`src/hdl/tqs_pkg.sv`:
```
//------------------------------------------------------------------------------
// tqs_pkg
// Types and codes shared by the timer queue scheduler and its testbench.
//------------------------------------------------------------------------------
package tqs_pkg;

	typedef enum logic [2:0] {
		MODE_ADD_ONCE   = 3'd0,
		MODE_ADD_REPEAT = 3'd1,
		MODE_ADD_TICK   = 3'd2,
		MODE_CANCEL     = 3'd3,
		MODE_SCHEDULE   = 3'd4,
		MODE_CLEAR      = 3'd5,
		MODE_RSVD6      = 3'd6,
		MODE_RSVD7      = 3'd7
	} mode_t;

	typedef enum logic [1:0] {
		KIND_ADDED = 2'd0,
		KIND_FIRED = 2'd1,
		KIND_DONE  = 2'd2,
		KIND_FULL  = 2'd3
	} kind_t;

	typedef struct packed {
		logic [2:0]  mode;
		logic [31:0] duration;
		logic [31:0] timer_id;
		logic [47:0] now_time;
	} req_t;

	typedef struct packed {
		logic [1:0]  kind;
		logic [31:0] result_id;
		logic        last;
	} rsp_t;

	typedef enum logic [3:0] {
		ST_IDLE,
		ST_CMD,
		ST_TICK_SCAN,
		ST_TICK_EMIT,
		ST_DUE_SCAN,
		ST_DUE_EMIT,
		ST_DONE,
		ST_WAIT
	} state_t;

	localparam logic [47:0] TIME_MAX = 48'hFFFF_FFFF_FFFF;

endpackage

```
`src/hdl/timer_queue_scheduler.sv`:
```
//------------------------------------------------------------------------------
// timer_queue_scheduler
// Timer table with id allocation, cancel, clear and ordered firing.
//------------------------------------------------------------------------------
// One request is worked at a time. Add, cancel, clear and the reserved modes
// are answered from the command state. A schedule needs a command step, then
// one sweep per firing (the slot memory is read one entry per cycle and each
// firing is found by a full sweep), two closing sweeps that end the tick pass
// and the due pass, and a final result. Results leave through an output
// register, so every result that is not taken at once stalls the block until
// it is taken.
module timer_queue_scheduler #(
	parameter int SLOTS      = 16,
	parameter int MAX_EVENTS = 63
) (
	input  logic           clk,
	input  logic           arst_n,
	input  logic           in_valid,
	output logic           in_ready,
	input  tqs_pkg::req_t  in_data,
	output logic           out_valid,
	input  logic           out_ready,
	output tqs_pkg::rsp_t  out_data
);
	localparam int SW = (SLOTS > 1) ? $clog2(SLOTS) : 1;
	localparam int CW = $clog2(SLOTS + 1);
	localparam int EW = 6;

	// Per-slot flags live in flip-flops; id, period and deadline in memory.
	logic [SLOTS-1:0] valid_q, repeat_q, tick_q, done_q;
	logic [31:0] id_mem [SLOTS];
	logic [31:0] per_mem [SLOTS];
	logic [47:0] dl_mem [SLOTS];

	tqs_pkg::state_t state_q, state_d;
	tqs_pkg::req_t   req_q;
	logic [31:0] next_id_q;
	logic [47:0] time_q;
	logic [CW-1:0] scan_q;
	logic [SW-1:0] rd_addr;
	logic          rd_en_s1;
	logic [SW-1:0] rd_idx_s1;
	logic [31:0]   rd_id_s1, rd_per_s1;
	logic [47:0]   rd_dl_s1;
	logic          best_v_q;
	logic [SW-1:0] best_q;
	logic [31:0]   best_id_q, best_per_q;
	logic [47:0]   best_dl_q;
	logic [EW-1:0] nev_q;
	logic          free_v_q;
	logic [SW-1:0] free_q;

	// Id match for cancel is kept per slot, refreshed on every id write.
	logic [SLOTS-1:0] cancel_hit;
	logic [31:0] id_shadow [SLOTS];

	logic scan_end, cand, better, out_free, load_out;
	logic [48:0] sum;
	logic [47:0] sat;

	assign in_ready = (state_q == tqs_pkg::ST_IDLE);
	assign out_free = !out_valid || out_ready;
	assign rd_addr  = scan_q[SW-1:0];
	assign scan_end = (scan_q == CW'(SLOTS));

	assign load_out = out_free && (
		(state_q == tqs_pkg::ST_CMD && req_q.mode != tqs_pkg::MODE_SCHEDULE) ||
		((state_q == tqs_pkg::ST_TICK_EMIT || state_q == tqs_pkg::ST_DUE_EMIT) &&
			best_v_q && nev_q != EW'(MAX_EVENTS)) ||
		(state_q == tqs_pkg::ST_DONE));

	always_ff @(posedge clk) begin
		if (scan_q < CW'(SLOTS)) begin
			rd_id_s1  <= id_mem[rd_addr];
			rd_per_s1 <= per_mem[rd_addr];
			rd_dl_s1  <= dl_mem[rd_addr];
		end
		rd_idx_s1 <= rd_addr;
	end

	always_comb begin
		cand   = 1'b0;
		better = 1'b0;
		if (state_q == tqs_pkg::ST_TICK_SCAN) begin
			cand   = valid_q[rd_idx_s1] && tick_q[rd_idx_s1] && !done_q[rd_idx_s1];
			better = !best_v_q || (rd_id_s1 < best_id_q);
		end else begin
			cand   = valid_q[rd_idx_s1] && !tick_q[rd_idx_s1] && (rd_dl_s1 <= time_q);
			better = !best_v_q || (rd_dl_s1 < best_dl_q) ||
				((rd_dl_s1 == best_dl_q) && (rd_id_s1 < best_id_q));
		end
	end

	always_comb begin
		if (state_q == tqs_pkg::ST_DUE_EMIT) begin
			sum = {1'b0, best_dl_q} + {17'd0, best_per_q};
		end else begin
			sum = {1'b0, time_q} + {17'd0, req_q.duration};
		end
		sat = sum[48] ? tqs_pkg::TIME_MAX : sum[47:0];
	end

	always_comb begin
		state_d = state_q;
		unique case (state_q)
			tqs_pkg::ST_IDLE:      if (in_valid) state_d = tqs_pkg::ST_CMD;
			tqs_pkg::ST_CMD: begin
				if (req_q.mode == tqs_pkg::MODE_SCHEDULE) begin
					state_d = tqs_pkg::ST_TICK_SCAN;
				end else if (out_free) begin
					state_d = tqs_pkg::ST_IDLE;
				end
			end
			tqs_pkg::ST_TICK_SCAN: if (rd_en_s1 && scan_end) state_d = tqs_pkg::ST_TICK_EMIT;
			tqs_pkg::ST_TICK_EMIT: begin
				if (!best_v_q || nev_q == EW'(MAX_EVENTS)) begin
					state_d = tqs_pkg::ST_DUE_SCAN;
				end else if (out_free) begin
					state_d = tqs_pkg::ST_TICK_SCAN;
				end
			end
			tqs_pkg::ST_DUE_SCAN:  if (rd_en_s1 && scan_end) state_d = tqs_pkg::ST_DUE_EMIT;
			tqs_pkg::ST_DUE_EMIT: begin
				if (!best_v_q || nev_q == EW'(MAX_EVENTS)) begin
					state_d = tqs_pkg::ST_DONE;
				end else if (out_free) begin
					state_d = tqs_pkg::ST_DUE_SCAN;
				end
			end
			tqs_pkg::ST_DONE:      if (out_free) state_d = tqs_pkg::ST_IDLE;
			default:               state_d = tqs_pkg::ST_IDLE;
		endcase
	end

	always_ff @(posedge clk or negedge arst_n) begin
		if (!arst_n) begin
			state_q   <= tqs_pkg::ST_IDLE;
			valid_q   <= '0;
			repeat_q  <= '0;
			tick_q    <= '0;
			done_q    <= '0;
			next_id_q <= '0;
			time_q    <= '0;
			out_valid <= 1'b0;
			scan_q    <= '0;
			rd_en_s1  <= 1'b0;
			best_v_q  <= 1'b0;
			nev_q     <= '0;
		end else begin
			state_q <= state_d;
			if (load_out) out_valid <= 1'b1;
			else if (out_ready) out_valid <= 1'b0;
			unique case (state_q)
				tqs_pkg::ST_IDLE: begin
					scan_q   <= '0;
					rd_en_s1 <= 1'b0;
					best_v_q <= 1'b0;
					nev_q    <= '0;
					done_q   <= '0;
				end
				tqs_pkg::ST_CMD: begin
					if (req_q.mode == tqs_pkg::MODE_SCHEDULE) begin
						time_q <= req_q.now_time;
					end
				end
				tqs_pkg::ST_TICK_SCAN, tqs_pkg::ST_DUE_SCAN: begin
					if (!scan_end) scan_q <= scan_q + 1'b1;
					rd_en_s1 <= !scan_end;
					if (rd_en_s1 && cand && better) begin
						best_v_q   <= 1'b1;
						best_q     <= rd_idx_s1;
						best_id_q  <= rd_id_s1;
						best_per_q <= rd_per_s1;
						best_dl_q  <= rd_dl_s1;
					end
				end
				tqs_pkg::ST_TICK_EMIT, tqs_pkg::ST_DUE_EMIT: begin
					scan_q   <= '0;
					rd_en_s1 <= 1'b0;
					if (best_v_q && nev_q != EW'(MAX_EVENTS) && out_free) begin
						best_v_q <= 1'b0;
						nev_q    <= nev_q + 1'b1;
						if (state_q == tqs_pkg::ST_TICK_EMIT) begin
							done_q[best_q] <= 1'b1;
						end else if (!repeat_q[best_q]) begin
							valid_q[best_q] <= 1'b0;
						end
					end else if (!best_v_q || nev_q == EW'(MAX_EVENTS)) begin
						best_v_q <= 1'b0;
					end
				end
				default: ;
			endcase
			// Command results (add, cancel, clear).
			if (state_q == tqs_pkg::ST_CMD && req_q.mode != tqs_pkg::MODE_SCHEDULE &&
					out_free) begin
				if (req_q.mode == tqs_pkg::MODE_ADD_ONCE ||
						req_q.mode == tqs_pkg::MODE_ADD_REPEAT ||
						req_q.mode == tqs_pkg::MODE_ADD_TICK) begin
					if (free_v_q) begin
						next_id_q         <= next_id_q + 1'b1;
						valid_q[free_q]   <= 1'b1;
						repeat_q[free_q]  <= (req_q.mode == tqs_pkg::MODE_ADD_REPEAT) &&
							(req_q.duration != '0);
						tick_q[free_q]    <= (req_q.mode == tqs_pkg::MODE_ADD_TICK) ||
							((req_q.mode == tqs_pkg::MODE_ADD_REPEAT) &&
							(req_q.duration == '0));
					end
				end else if (req_q.mode == tqs_pkg::MODE_CANCEL) begin
					for (int i = 0; i < SLOTS; i++) begin
						if (cancel_hit[i]) valid_q[i] <= 1'b0;
					end
				end else if (req_q.mode == tqs_pkg::MODE_CLEAR) begin
					valid_q <= '0;
				end
			end
		end
	end

	always_comb begin
		for (int i = 0; i < SLOTS; i++) begin
			cancel_hit[i] = valid_q[i] && (id_shadow[i] == req_q.timer_id);
		end
	end

	always_comb begin
		free_v_q = 1'b0;
		free_q   = '0;
		for (int i = SLOTS - 1; i >= 0; i--) begin
			if (!valid_q[i]) begin
				free_v_q = 1'b1;
				free_q   = SW'(i);
			end
		end
	end

	// Payload registers and memory writes.
	always_ff @(posedge clk) begin
		if (in_valid && in_ready) req_q <= in_data;
		if (state_q == tqs_pkg::ST_CMD && out_free &&
				(req_q.mode == tqs_pkg::MODE_ADD_ONCE ||
				req_q.mode == tqs_pkg::MODE_ADD_REPEAT ||
				req_q.mode == tqs_pkg::MODE_ADD_TICK)) begin
			out_data.kind      <= free_v_q ? tqs_pkg::KIND_ADDED : tqs_pkg::KIND_FULL;
			out_data.result_id <= free_v_q ? next_id_q + 1'b1 : '0;
			out_data.last      <= 1'b1;
			if (free_v_q) begin
				id_mem[free_q]    <= next_id_q + 1'b1;
				id_shadow[free_q] <= next_id_q + 1'b1;
				per_mem[free_q]   <= (req_q.mode == tqs_pkg::MODE_ADD_TICK) ? '0 :
					req_q.duration;
				dl_mem[free_q]    <= (req_q.mode == tqs_pkg::MODE_ADD_TICK) ? time_q : sat;
			end
		end else if (state_q == tqs_pkg::ST_CMD && out_free &&
				req_q.mode != tqs_pkg::MODE_SCHEDULE) begin
			out_data.kind      <= tqs_pkg::KIND_DONE;
			out_data.result_id <= '0;
			out_data.last      <= 1'b1;
		end else if ((state_q == tqs_pkg::ST_TICK_EMIT ||
				state_q == tqs_pkg::ST_DUE_EMIT) && best_v_q &&
				nev_q != EW'(MAX_EVENTS) && out_free) begin
			out_data.kind      <= tqs_pkg::KIND_FIRED;
			out_data.result_id <= best_id_q;
			out_data.last      <= 1'b0;
			if (state_q == tqs_pkg::ST_DUE_EMIT && repeat_q[best_q]) begin
				dl_mem[best_q] <= sat;
			end
		end else if (state_q == tqs_pkg::ST_DONE && out_free) begin
			out_data.kind      <= tqs_pkg::KIND_DONE;
			out_data.result_id <= '0;
			out_data.last      <= 1'b1;
		end
	end

	// A result is never loaded over one that has not been taken.
	assert property (@(posedge clk) disable iff (!arst_n)
		(out_valid && !out_ready) |=> (out_valid && $stable(out_data)))
		else $error("result overwritten while stalled");
	// No more firings than the limit in one schedule.
	assert property (@(posedge clk) disable iff (!arst_n)
		nev_q <= EW'(MAX_EVENTS))
		else $error("firing count beyond limit");
	// A new request is only taken while no command is in flight.
	assert property (@(posedge clk) disable iff (!arst_n)
		(in_valid && in_ready) |=> (state_q == tqs_pkg::ST_CMD))
		else $error("request accepted outside idle");

endmodule

```
`config.mk`:
```
export PLATFORM = sky130hd
export DESIGN_NAME = timer_queue_scheduler
export DESIGN_NICKNAME = d
export VERILOG_FILES = /design/src/hdl/tqs_pkg.sv /design/src/hdl/timer_queue_scheduler.sv
export SDC_FILE = /design/constraint.sdc
export NUM_CORES = 2
export LEC_CHECK = 0
export BUFFER_PORTS_ARGS = -buffer_cell sky130_fd_sc_hd__clkbuf_2
export CORE_ASPECT_RATIO = 1.4
export CORE_MARGIN = 1.5
export CORE_UTILIZATION = 45
export DETAILED_ROUTE_END_ITERATION = 10
export GPL_TIMING_DRIVEN = 0
export PLACE_DENSITY = 0.63
export SYNTH_ARGS = -nofsm -noshare
export SYNTH_HDL_FRONTEND = slang
export SYNTH_SLANG_ARGS = --single-unit
```
`constraint.sdc`:
```
create_clock -name clk -period 18.8 [get_ports clk]
set_input_delay 1.88 -clock clk [delete_from_list [all_inputs] [get_ports clk]]
set_output_delay 1.88 -clock clk [all_outputs]
set_load 0.1 [all_outputs]
```
-- Word-level counts from Yosys, hierarchy flattened
Memory sizes are Yosys's and may differ from the RTL's. A register that Yosys moved wholly into a read port is not among the register bits.
Cells that the tools add are included.
- bits in registers: 432
- RAM bits: 2304
- output and inout port bits: 37
- memories kept: 4
- add/sub/neg operators: 5
- order comparisons: 9
- equal/unequal tests: 42
- multiplexer cells: 118
- bitwise operators: 4
- reductions and logical operators: 81
- memory list (memory ; words ; bits a word ; rd ports ; clocked after memory_dff ; wr ports ; line ; RTL):
    dl_mem ; 16 ; 48 ; 1 ; 1 ; 1 ; timer_queue_scheduler.sv:33 ; logic [47:0] dl_mem [SLOTS];
    id_mem ; 16 ; 32 ; 1 ; 1 ; 1 ; timer_queue_scheduler.sv:31 ; logic [31:0] id_mem [SLOTS];
    id_shadow ; 16 ; 32 ; 16 ; 0 ; 1 ; timer_queue_scheduler.sv:55 ; logic [31:0] id_shadow [SLOTS];
    per_mem ; 16 ; 32 ; 1 ; 1 ; 1 ; timer_queue_scheduler.sv:32 ; logic [31:0] per_mem [SLOTS];
- operator list (cell ; count):
    equality test 32 bit ; 16
    2-to-1 mux 16 bit ; 11
    2-to-1 mux 48 bit ; 3
    2-to-1 mux 35 bit ; 4
    2-to-1 mux 4 bit ; 26
    adder 48 x 32 -> 49 bit ; 2
    2-to-1 mux 32 bit ; 2
    2-to-1 mux 1 bit ; 54
    2-to-1 mux 49 bit ; 1
    equality test 48 bit ; 1
    <= comparator 48 bit ; 1
    less-than comparator 48 bit ; 1
    OR reduction 48 bit ; 1
    logical AND 1 bit ; 42
    adder 32 x 1 -> 32 bit, second input constant ; 1
    bitwise mux 16 bit ; 2
    zero test 32 bit ; 1
    less-than comparator 32 bit ; 1
    OR 16 bit ; 2
    case mux 16 bit (2 select lines) ; 1
    nonzero test 32 bit ; 1
    case mux 4 bit (7 select lines) ; 1
    bitwise AND 16 bit ; 1
    binary-select mux 1 bit (select 4 bit) ; 4
    other kinds (39) ; 79

-- Logic depth before layout (Yosys ltp)
- word-level depth: 24
- gate-level depth with buffers: 13
- mapped depth without buffers: 12

-- Least setup slack after synthesis
No wires, ideal clock.
- path kind: reg2reg
- start point: register rd_id_s1[9], read port of id_mem
- end point: register best_dl_q[0], enable pin
- library setup time: 0.799 ns
- arrival: 11.171 ns
- data required time: 18.001 ns
- setup slack: 6.830 ns
- stages on the path, launching flop included: 11
- period minus slack after synthesis: 11.970 ns
- cells stage by stage: edfxtp_1 > ha_1 > a21o_1 > a21o_1 > a21o_1 > a211oi_1 > o21ai_0 > a21oi_1 > a311o_1 > o2111ai_1 > a311oi_1
- longest elaborated chain between the ends: 6
- ends and longest elaborated chain (element ; line ; RTL):
    start, declared ; timer_queue_scheduler.sv:43 ; logic [31:0] rd_id_s1, rd_per_s1;
    less-than comparator 32 bit (*) ; timer_queue_scheduler.sv:86, timer_queue_scheduler.sv:90 ;
    logical AND 1 bit ; timer_queue_scheduler.sv:90 ; ((rd_dl_s1 == best_dl_q) && (rd_id_s1 < best_id_q));
    logical OR 1 bit ; timer_queue_scheduler.sv:89 ; better = !best_v_q || (rd_dl_s1 < best_dl_q) ||
    2-to-1 mux 1 bit (*) ; timer_queue_scheduler.sv:84 ; if (state_q == tqs_pkg::ST_TICK_SCAN) begin
    logical AND 1 bit (*) ; timer_queue_scheduler.sv:169 ; if (rd_en_s1 && cand && better) begin
    AND reduction 3 bit (no line) (*) ; -- ;
    end signal, assigned ; timer_queue_scheduler.sv:174 ; best_dl_q <= rd_dl_s1;
    end, declared ; timer_queue_scheduler.sv:48 ; logic [47:0] best_dl_q;
Mark *: on every way between the ends. The rest lies on a longest branch, timed or not.
A chain may end at the register's enable or synchronous reset.

-- Worst setup path in the final report
- start point: register req_q[105] (netlist name)
- end point: memory dl_mem[11][14] (data pin)
- longest elaborated chain between the ends: 5
- ends and longest elaborated chain (element ; line ; RTL):
    start, declared ; timer_queue_scheduler.sv:36 ; tqs_pkg::req_t req_q;
    start signal, assigned ; timer_queue_scheduler.sv:239 ; if (in_valid && in_ready) req_q <= in_data;
    adder 48 x 32 -> 49 bit (*) ; timer_queue_scheduler.sv:98 ; sum = {1'b0, time_q} + {17'd0, req_q.duration};
    2-to-1 mux 49 bit (*) ; timer_queue_scheduler.sv:95 ; if (state_q == tqs_pkg::ST_DUE_EMIT) begin
    2-to-1 mux 48 bit (*) ; timer_queue_scheduler.sv:100 ; sat = sum[48] ? tqs_pkg::TIME_MAX : sum[47:0];
    2-to-1 mux 48 bit ; timer_queue_scheduler.sv:252 ; dl_mem[free_q] <= (req_q.mode == tqs_pkg::MODE_ADD_TICK) ? time_q : sat;
    2-to-1 mux 48 bit (no line) (*) ; -- ;
    end, declared ; timer_queue_scheduler.sv:33 ;
Marked as above.

==> impl_results.md <==
* Post-synthesis sequential area ratio at between 60 and 70%
* Leakage power at 38.6 nW
* Synth warn at 0
* Per-cell routed wire length at 37.8 um
* # hold bufs at CTS at 0
* CTS Buf Count at 229
* Final WS setup at 12.17 ns
* Largest net degree at the start of global routing at around 100
* Worst Path Arrival at slightly above 7 ns
* Mapped Nets at 5957
* Worst clock skew at 0.0659 ns
* Synth Instances at 5641
* Finish-stage setup viols at 0
* Hold Path Cell Cnt at 0
* Register bit total from synthesis at 2336
* Final period util at between 30% and 40%
* Antenna Nets Post-Route at 0
* RSZ-0062 raised after global routing: no
* DRT iter0 DRCs at 6570
* CTS tree: yes
* Critical path endpoint category: register
* Antenna violations before repair at 20
* Hold Path End: rd_idx_s1[3]$_DFF_P_
* CTS H-tree lvls at 4
* Mean Syn Cell Area at 17.9 sq um
* Port bufs at ~160
* Worst EP required at 19.23 ns
* Gr ovfl total at 0
* Die height at 564 um
* Critical path's slowest cell: a211oi_2
* Pins Over Slew Limit at 12
* Number of enable flip-flop cells after synthesis at 2169
* Hold Path Origin: scan_q[3]$_DFFE_PN0P_
* CP max stage delay at 1.12 ns
* Failing checks: capacitance limit, slew limit
* Worst-Skew Late Latency at 0.92 ns
* Actual slew at the worst max-slew pin at 1.53 ns
* Post-CTS setup buffers at 0
* Nets@finish at 6513
* First-pass GRT wire length at 477000 um
* Max Root-Sink Buffers at 4
* Slew HR at -2.04%
* Clk slew on worst S/H paths at 0.07 ns
* Synthesized area at slightly above 100000 sq um
* Fin area at 116000 sq um
* Share of cells above drive strength 1 at 22.4%
* Clock Tree Root: clkbuf_16
* Post-Place Worst Slack at about 12 ns
* Synth cell types at between 80 and 90
* Num rows at 205
* CP Class: register to register
* Max cap viols at 2
* Critical-path cell list: ha_1 -> clkbuf_1 -> a211oi_1 -> o21ai_0 -> a211o_1 -> a22oi_1 -> a211oi_1 -> a211oi_2 -> clkbuf_1 -> a22oi_1
* Die Wd at around 400 um
* RR Startpoint: req_q[105]$_DFFE_PP_
* DRC viols at 0
* Outcome: finished, violations left
* Max IR drop VDD at 79.4 uV
* CP Launch Type: register
* Routed via count at 58100
* Ports at roughly 160
* Worst hold-check path type: register to register
* Primary FF master, synth: edfxtp_1
* Initial Utilization at a little under half
* Drt first pass iters at 6
* GRT Total Usage at 30.7%
* Yosys top cell by area: edfxtp_1
* Clk sinks at 2336
* Yosys top cell area share at 64.4%
* Die ar. at 228000 sq um
* Reg2Reg Depth at 10
* Synth async-reset ratio at 6.93%
* Post-DP Area at between 100000 and 150000 sq um
* GPL Wtd Cong at 1.05
* Core Region at 223000 sq um
* Vias in the first global route at 58400
* Final Hold Fails at 0
* Final wirelength at 351000 um
* Vias per cell at 6.25
* R2R Setup Slk at roughly 12 ns
* Cell Pwr Density at 101 nW/um^2
* Crit path max fanout at 16
* Most area-consuming cells after synthesis: edfxtp_1, mux4_2, xnor2_1, dfrtp_1, ha_1
* Post_cts resized at 0
* P&R area growth vs syn at 14.6%
* WHS at between 0.3 and 0.4 ns
* Hpwl dp at 258000 um
* R2r endpoint: dl_mem[11][14]$_DFFE_PP_
* Max Freq at 0.151 GHz
* Fin crit period at 6.63 ns
-- worst max-delay path: cells and delay by family (launching register included) --
kind                     cells  cell delay [ns]
AO/OA/AOI/OAI                7             3.96
flip-flops                   1             0.75
buffers and inverters        2             1.09
adder cells (fa/ha/maj)      1             0.34
-- power by group --
group / internal (mW) / switching, mW
combinational: 0.294 / 0.699
sequential: 5.92 / 0.0791
clock: 2.64 / 2.03
total: 8.86 / 2.81
-- cell usage in the layout, fill, tap and decap left out, drive strengths merged, types with 22 or more instances in the layout --
cell type	Yosys	final
a211oi	25	25
a21o	67	67
a21oi	160	160
a22o	32	32
and2	25	25
and3	26	26
buf	55	219
bufinv	0	26
clkbuf	211	657
clkinv	0	80
dfrtp	162	162
edfxtp	2169	2169
ha	195	195
inv	161	172
mux2	83	83
mux4	577	577
nand2	154	154
nand2b	31	31
nand3	40	40
nand4	179	179
nor2	125	125
nor2b	56	56
nor3	53	53
nor4	51	51
o211ai	22	22
o21ai	91	91
xnor2	596	596
xor2	54	54
-- cell type report --
| type | instances | area, sq um |
|---|---|---|
| multi-input cells | 2878 | 30700 |
| fillers | 17900 | 107000 |
| clock buffers | 285 | 6050 |
| well taps | 2898 | 3630 |
| repair buffers | 325 | 3160 |
| inverters | 161 | 627 |
| clock inverters | 130 | 1410 |
| plain buffers | 266 | 1020 |
| flip-flops and latches | 2336 | 69300 |
| diodes | 15 | 37.5 |
-- cell families after synthesis --
kind of cell	synth area share, %
other	0.00371
buffers and inverters	1.60
AND/OR/NAND/NOR	4.15
flip-flops	68.5
adder cells (fa/ha/maj)	2.45
AO/OA/AOI/OAI	3.81
multiplexers	13.9
XOR/XNOR	5.63
-- through the flow --
| stage | utilization [%] | cells | power, mW | TNS, ns |
|---|---|---|---|---|
| 2_1_floorplan | - | 5641 | 6.62 | 0 |
| 3_3_place_gp | 47.3 | 8694 | 7.03 | -805.20 |
| 3_5_place_dp | 48.5 | 8853 | 7.08 | 0 |
| 4_1_cts | 51.8 | 9268 | 11.7 | 0 |
| 5_1_grt | 51.9 | 9281 | 11.9 | 0 |
| 6_report | 51.9 | 9294 | 11.7 | 0 |
-- cells in the mapped netlist (10+ instances only) --
cell	number
a211oi_1	24
a21o_1	67
a21oi_1	159
a22o_1	32
a22oi_1	15
a31oi_1	18
and2_1	16
and3_1	26
buf_1	49
clkbuf_1	210
dfrtp_1	162
edfxtp_1	2169
ha_1	195
inv_1	160
mux2_2	83
mux2i_1	10
mux4_2	577
nand2_1	154
nand2b_1	31
nand3_1	40
nand3b_1	11
nand4_1	178
nor2_1	125
nor2b_1	56
nor3_1	52
nor4_1	51
o211ai_1	21
o21a_1	16
o21ai_0	86
o221ai_1	16
xnor2_1	596
xor2_1	54
-- worst max-delay path by stage --
| stage | to | cells past startpoint | from |
|---|---|---|---|
| final | dl_mem[11][14]$_DFFE_PP_ | 10 | req_q[105]$_DFFE_PP_ |
| after global routing | dl_mem[7][7]$_DFFE_PP_ | 10 | req_q[105]$_DFFE_PP_ |
| after CTS | dl_mem[6][16]$_DFFE_PP_ | 10 | req_q[105]$_DFFE_PP_ |
| after detailed placement | dl_mem[10][16]$_DFFE_PP_ | 10 | req_q[105]$_DFFE_PP_ |
| after global placement | best_per_q[19]$_DFFE_PP_ | 10 | best_dl_q[40]$_DFFE_PP_ |
| after floorplan | best_dl_q[0]$_DFFE_PP_ | 10 | rd_id_s1[9]$_DFFE_PN_ |
-- registers in the layout, summed over array words and instances (netlist names), 4 cells and up --
name	count
best_dl_q	48
best_id_q	32
best_per_q	32
best_q	4
dl_mem	768
done_q	16
id_shadow	512
nev_q	6
next_id_q	32
out_data	35
per_mem	512
rd_dl_s1	48
rd_id_s1	32
rd_idx_s1	4
rd_per_s1	32
repeat_q	16
req_q	115
scan_q	5
state_q	4
tick_q	16
time_q	48
valid_q	16
-- layer usage --
| metal | wire, um | GRT usage, % |
|---|---|---|
| met4 | 29500 | 21.4 |
| met3 | 23300 | 4.57 |
| met2 | 174000 | 52.1 |
| met5 | 9 | 0 |
| met1 | 125000 | 36.1 |
No activity file was read; power rests on OpenSTA's default activity.
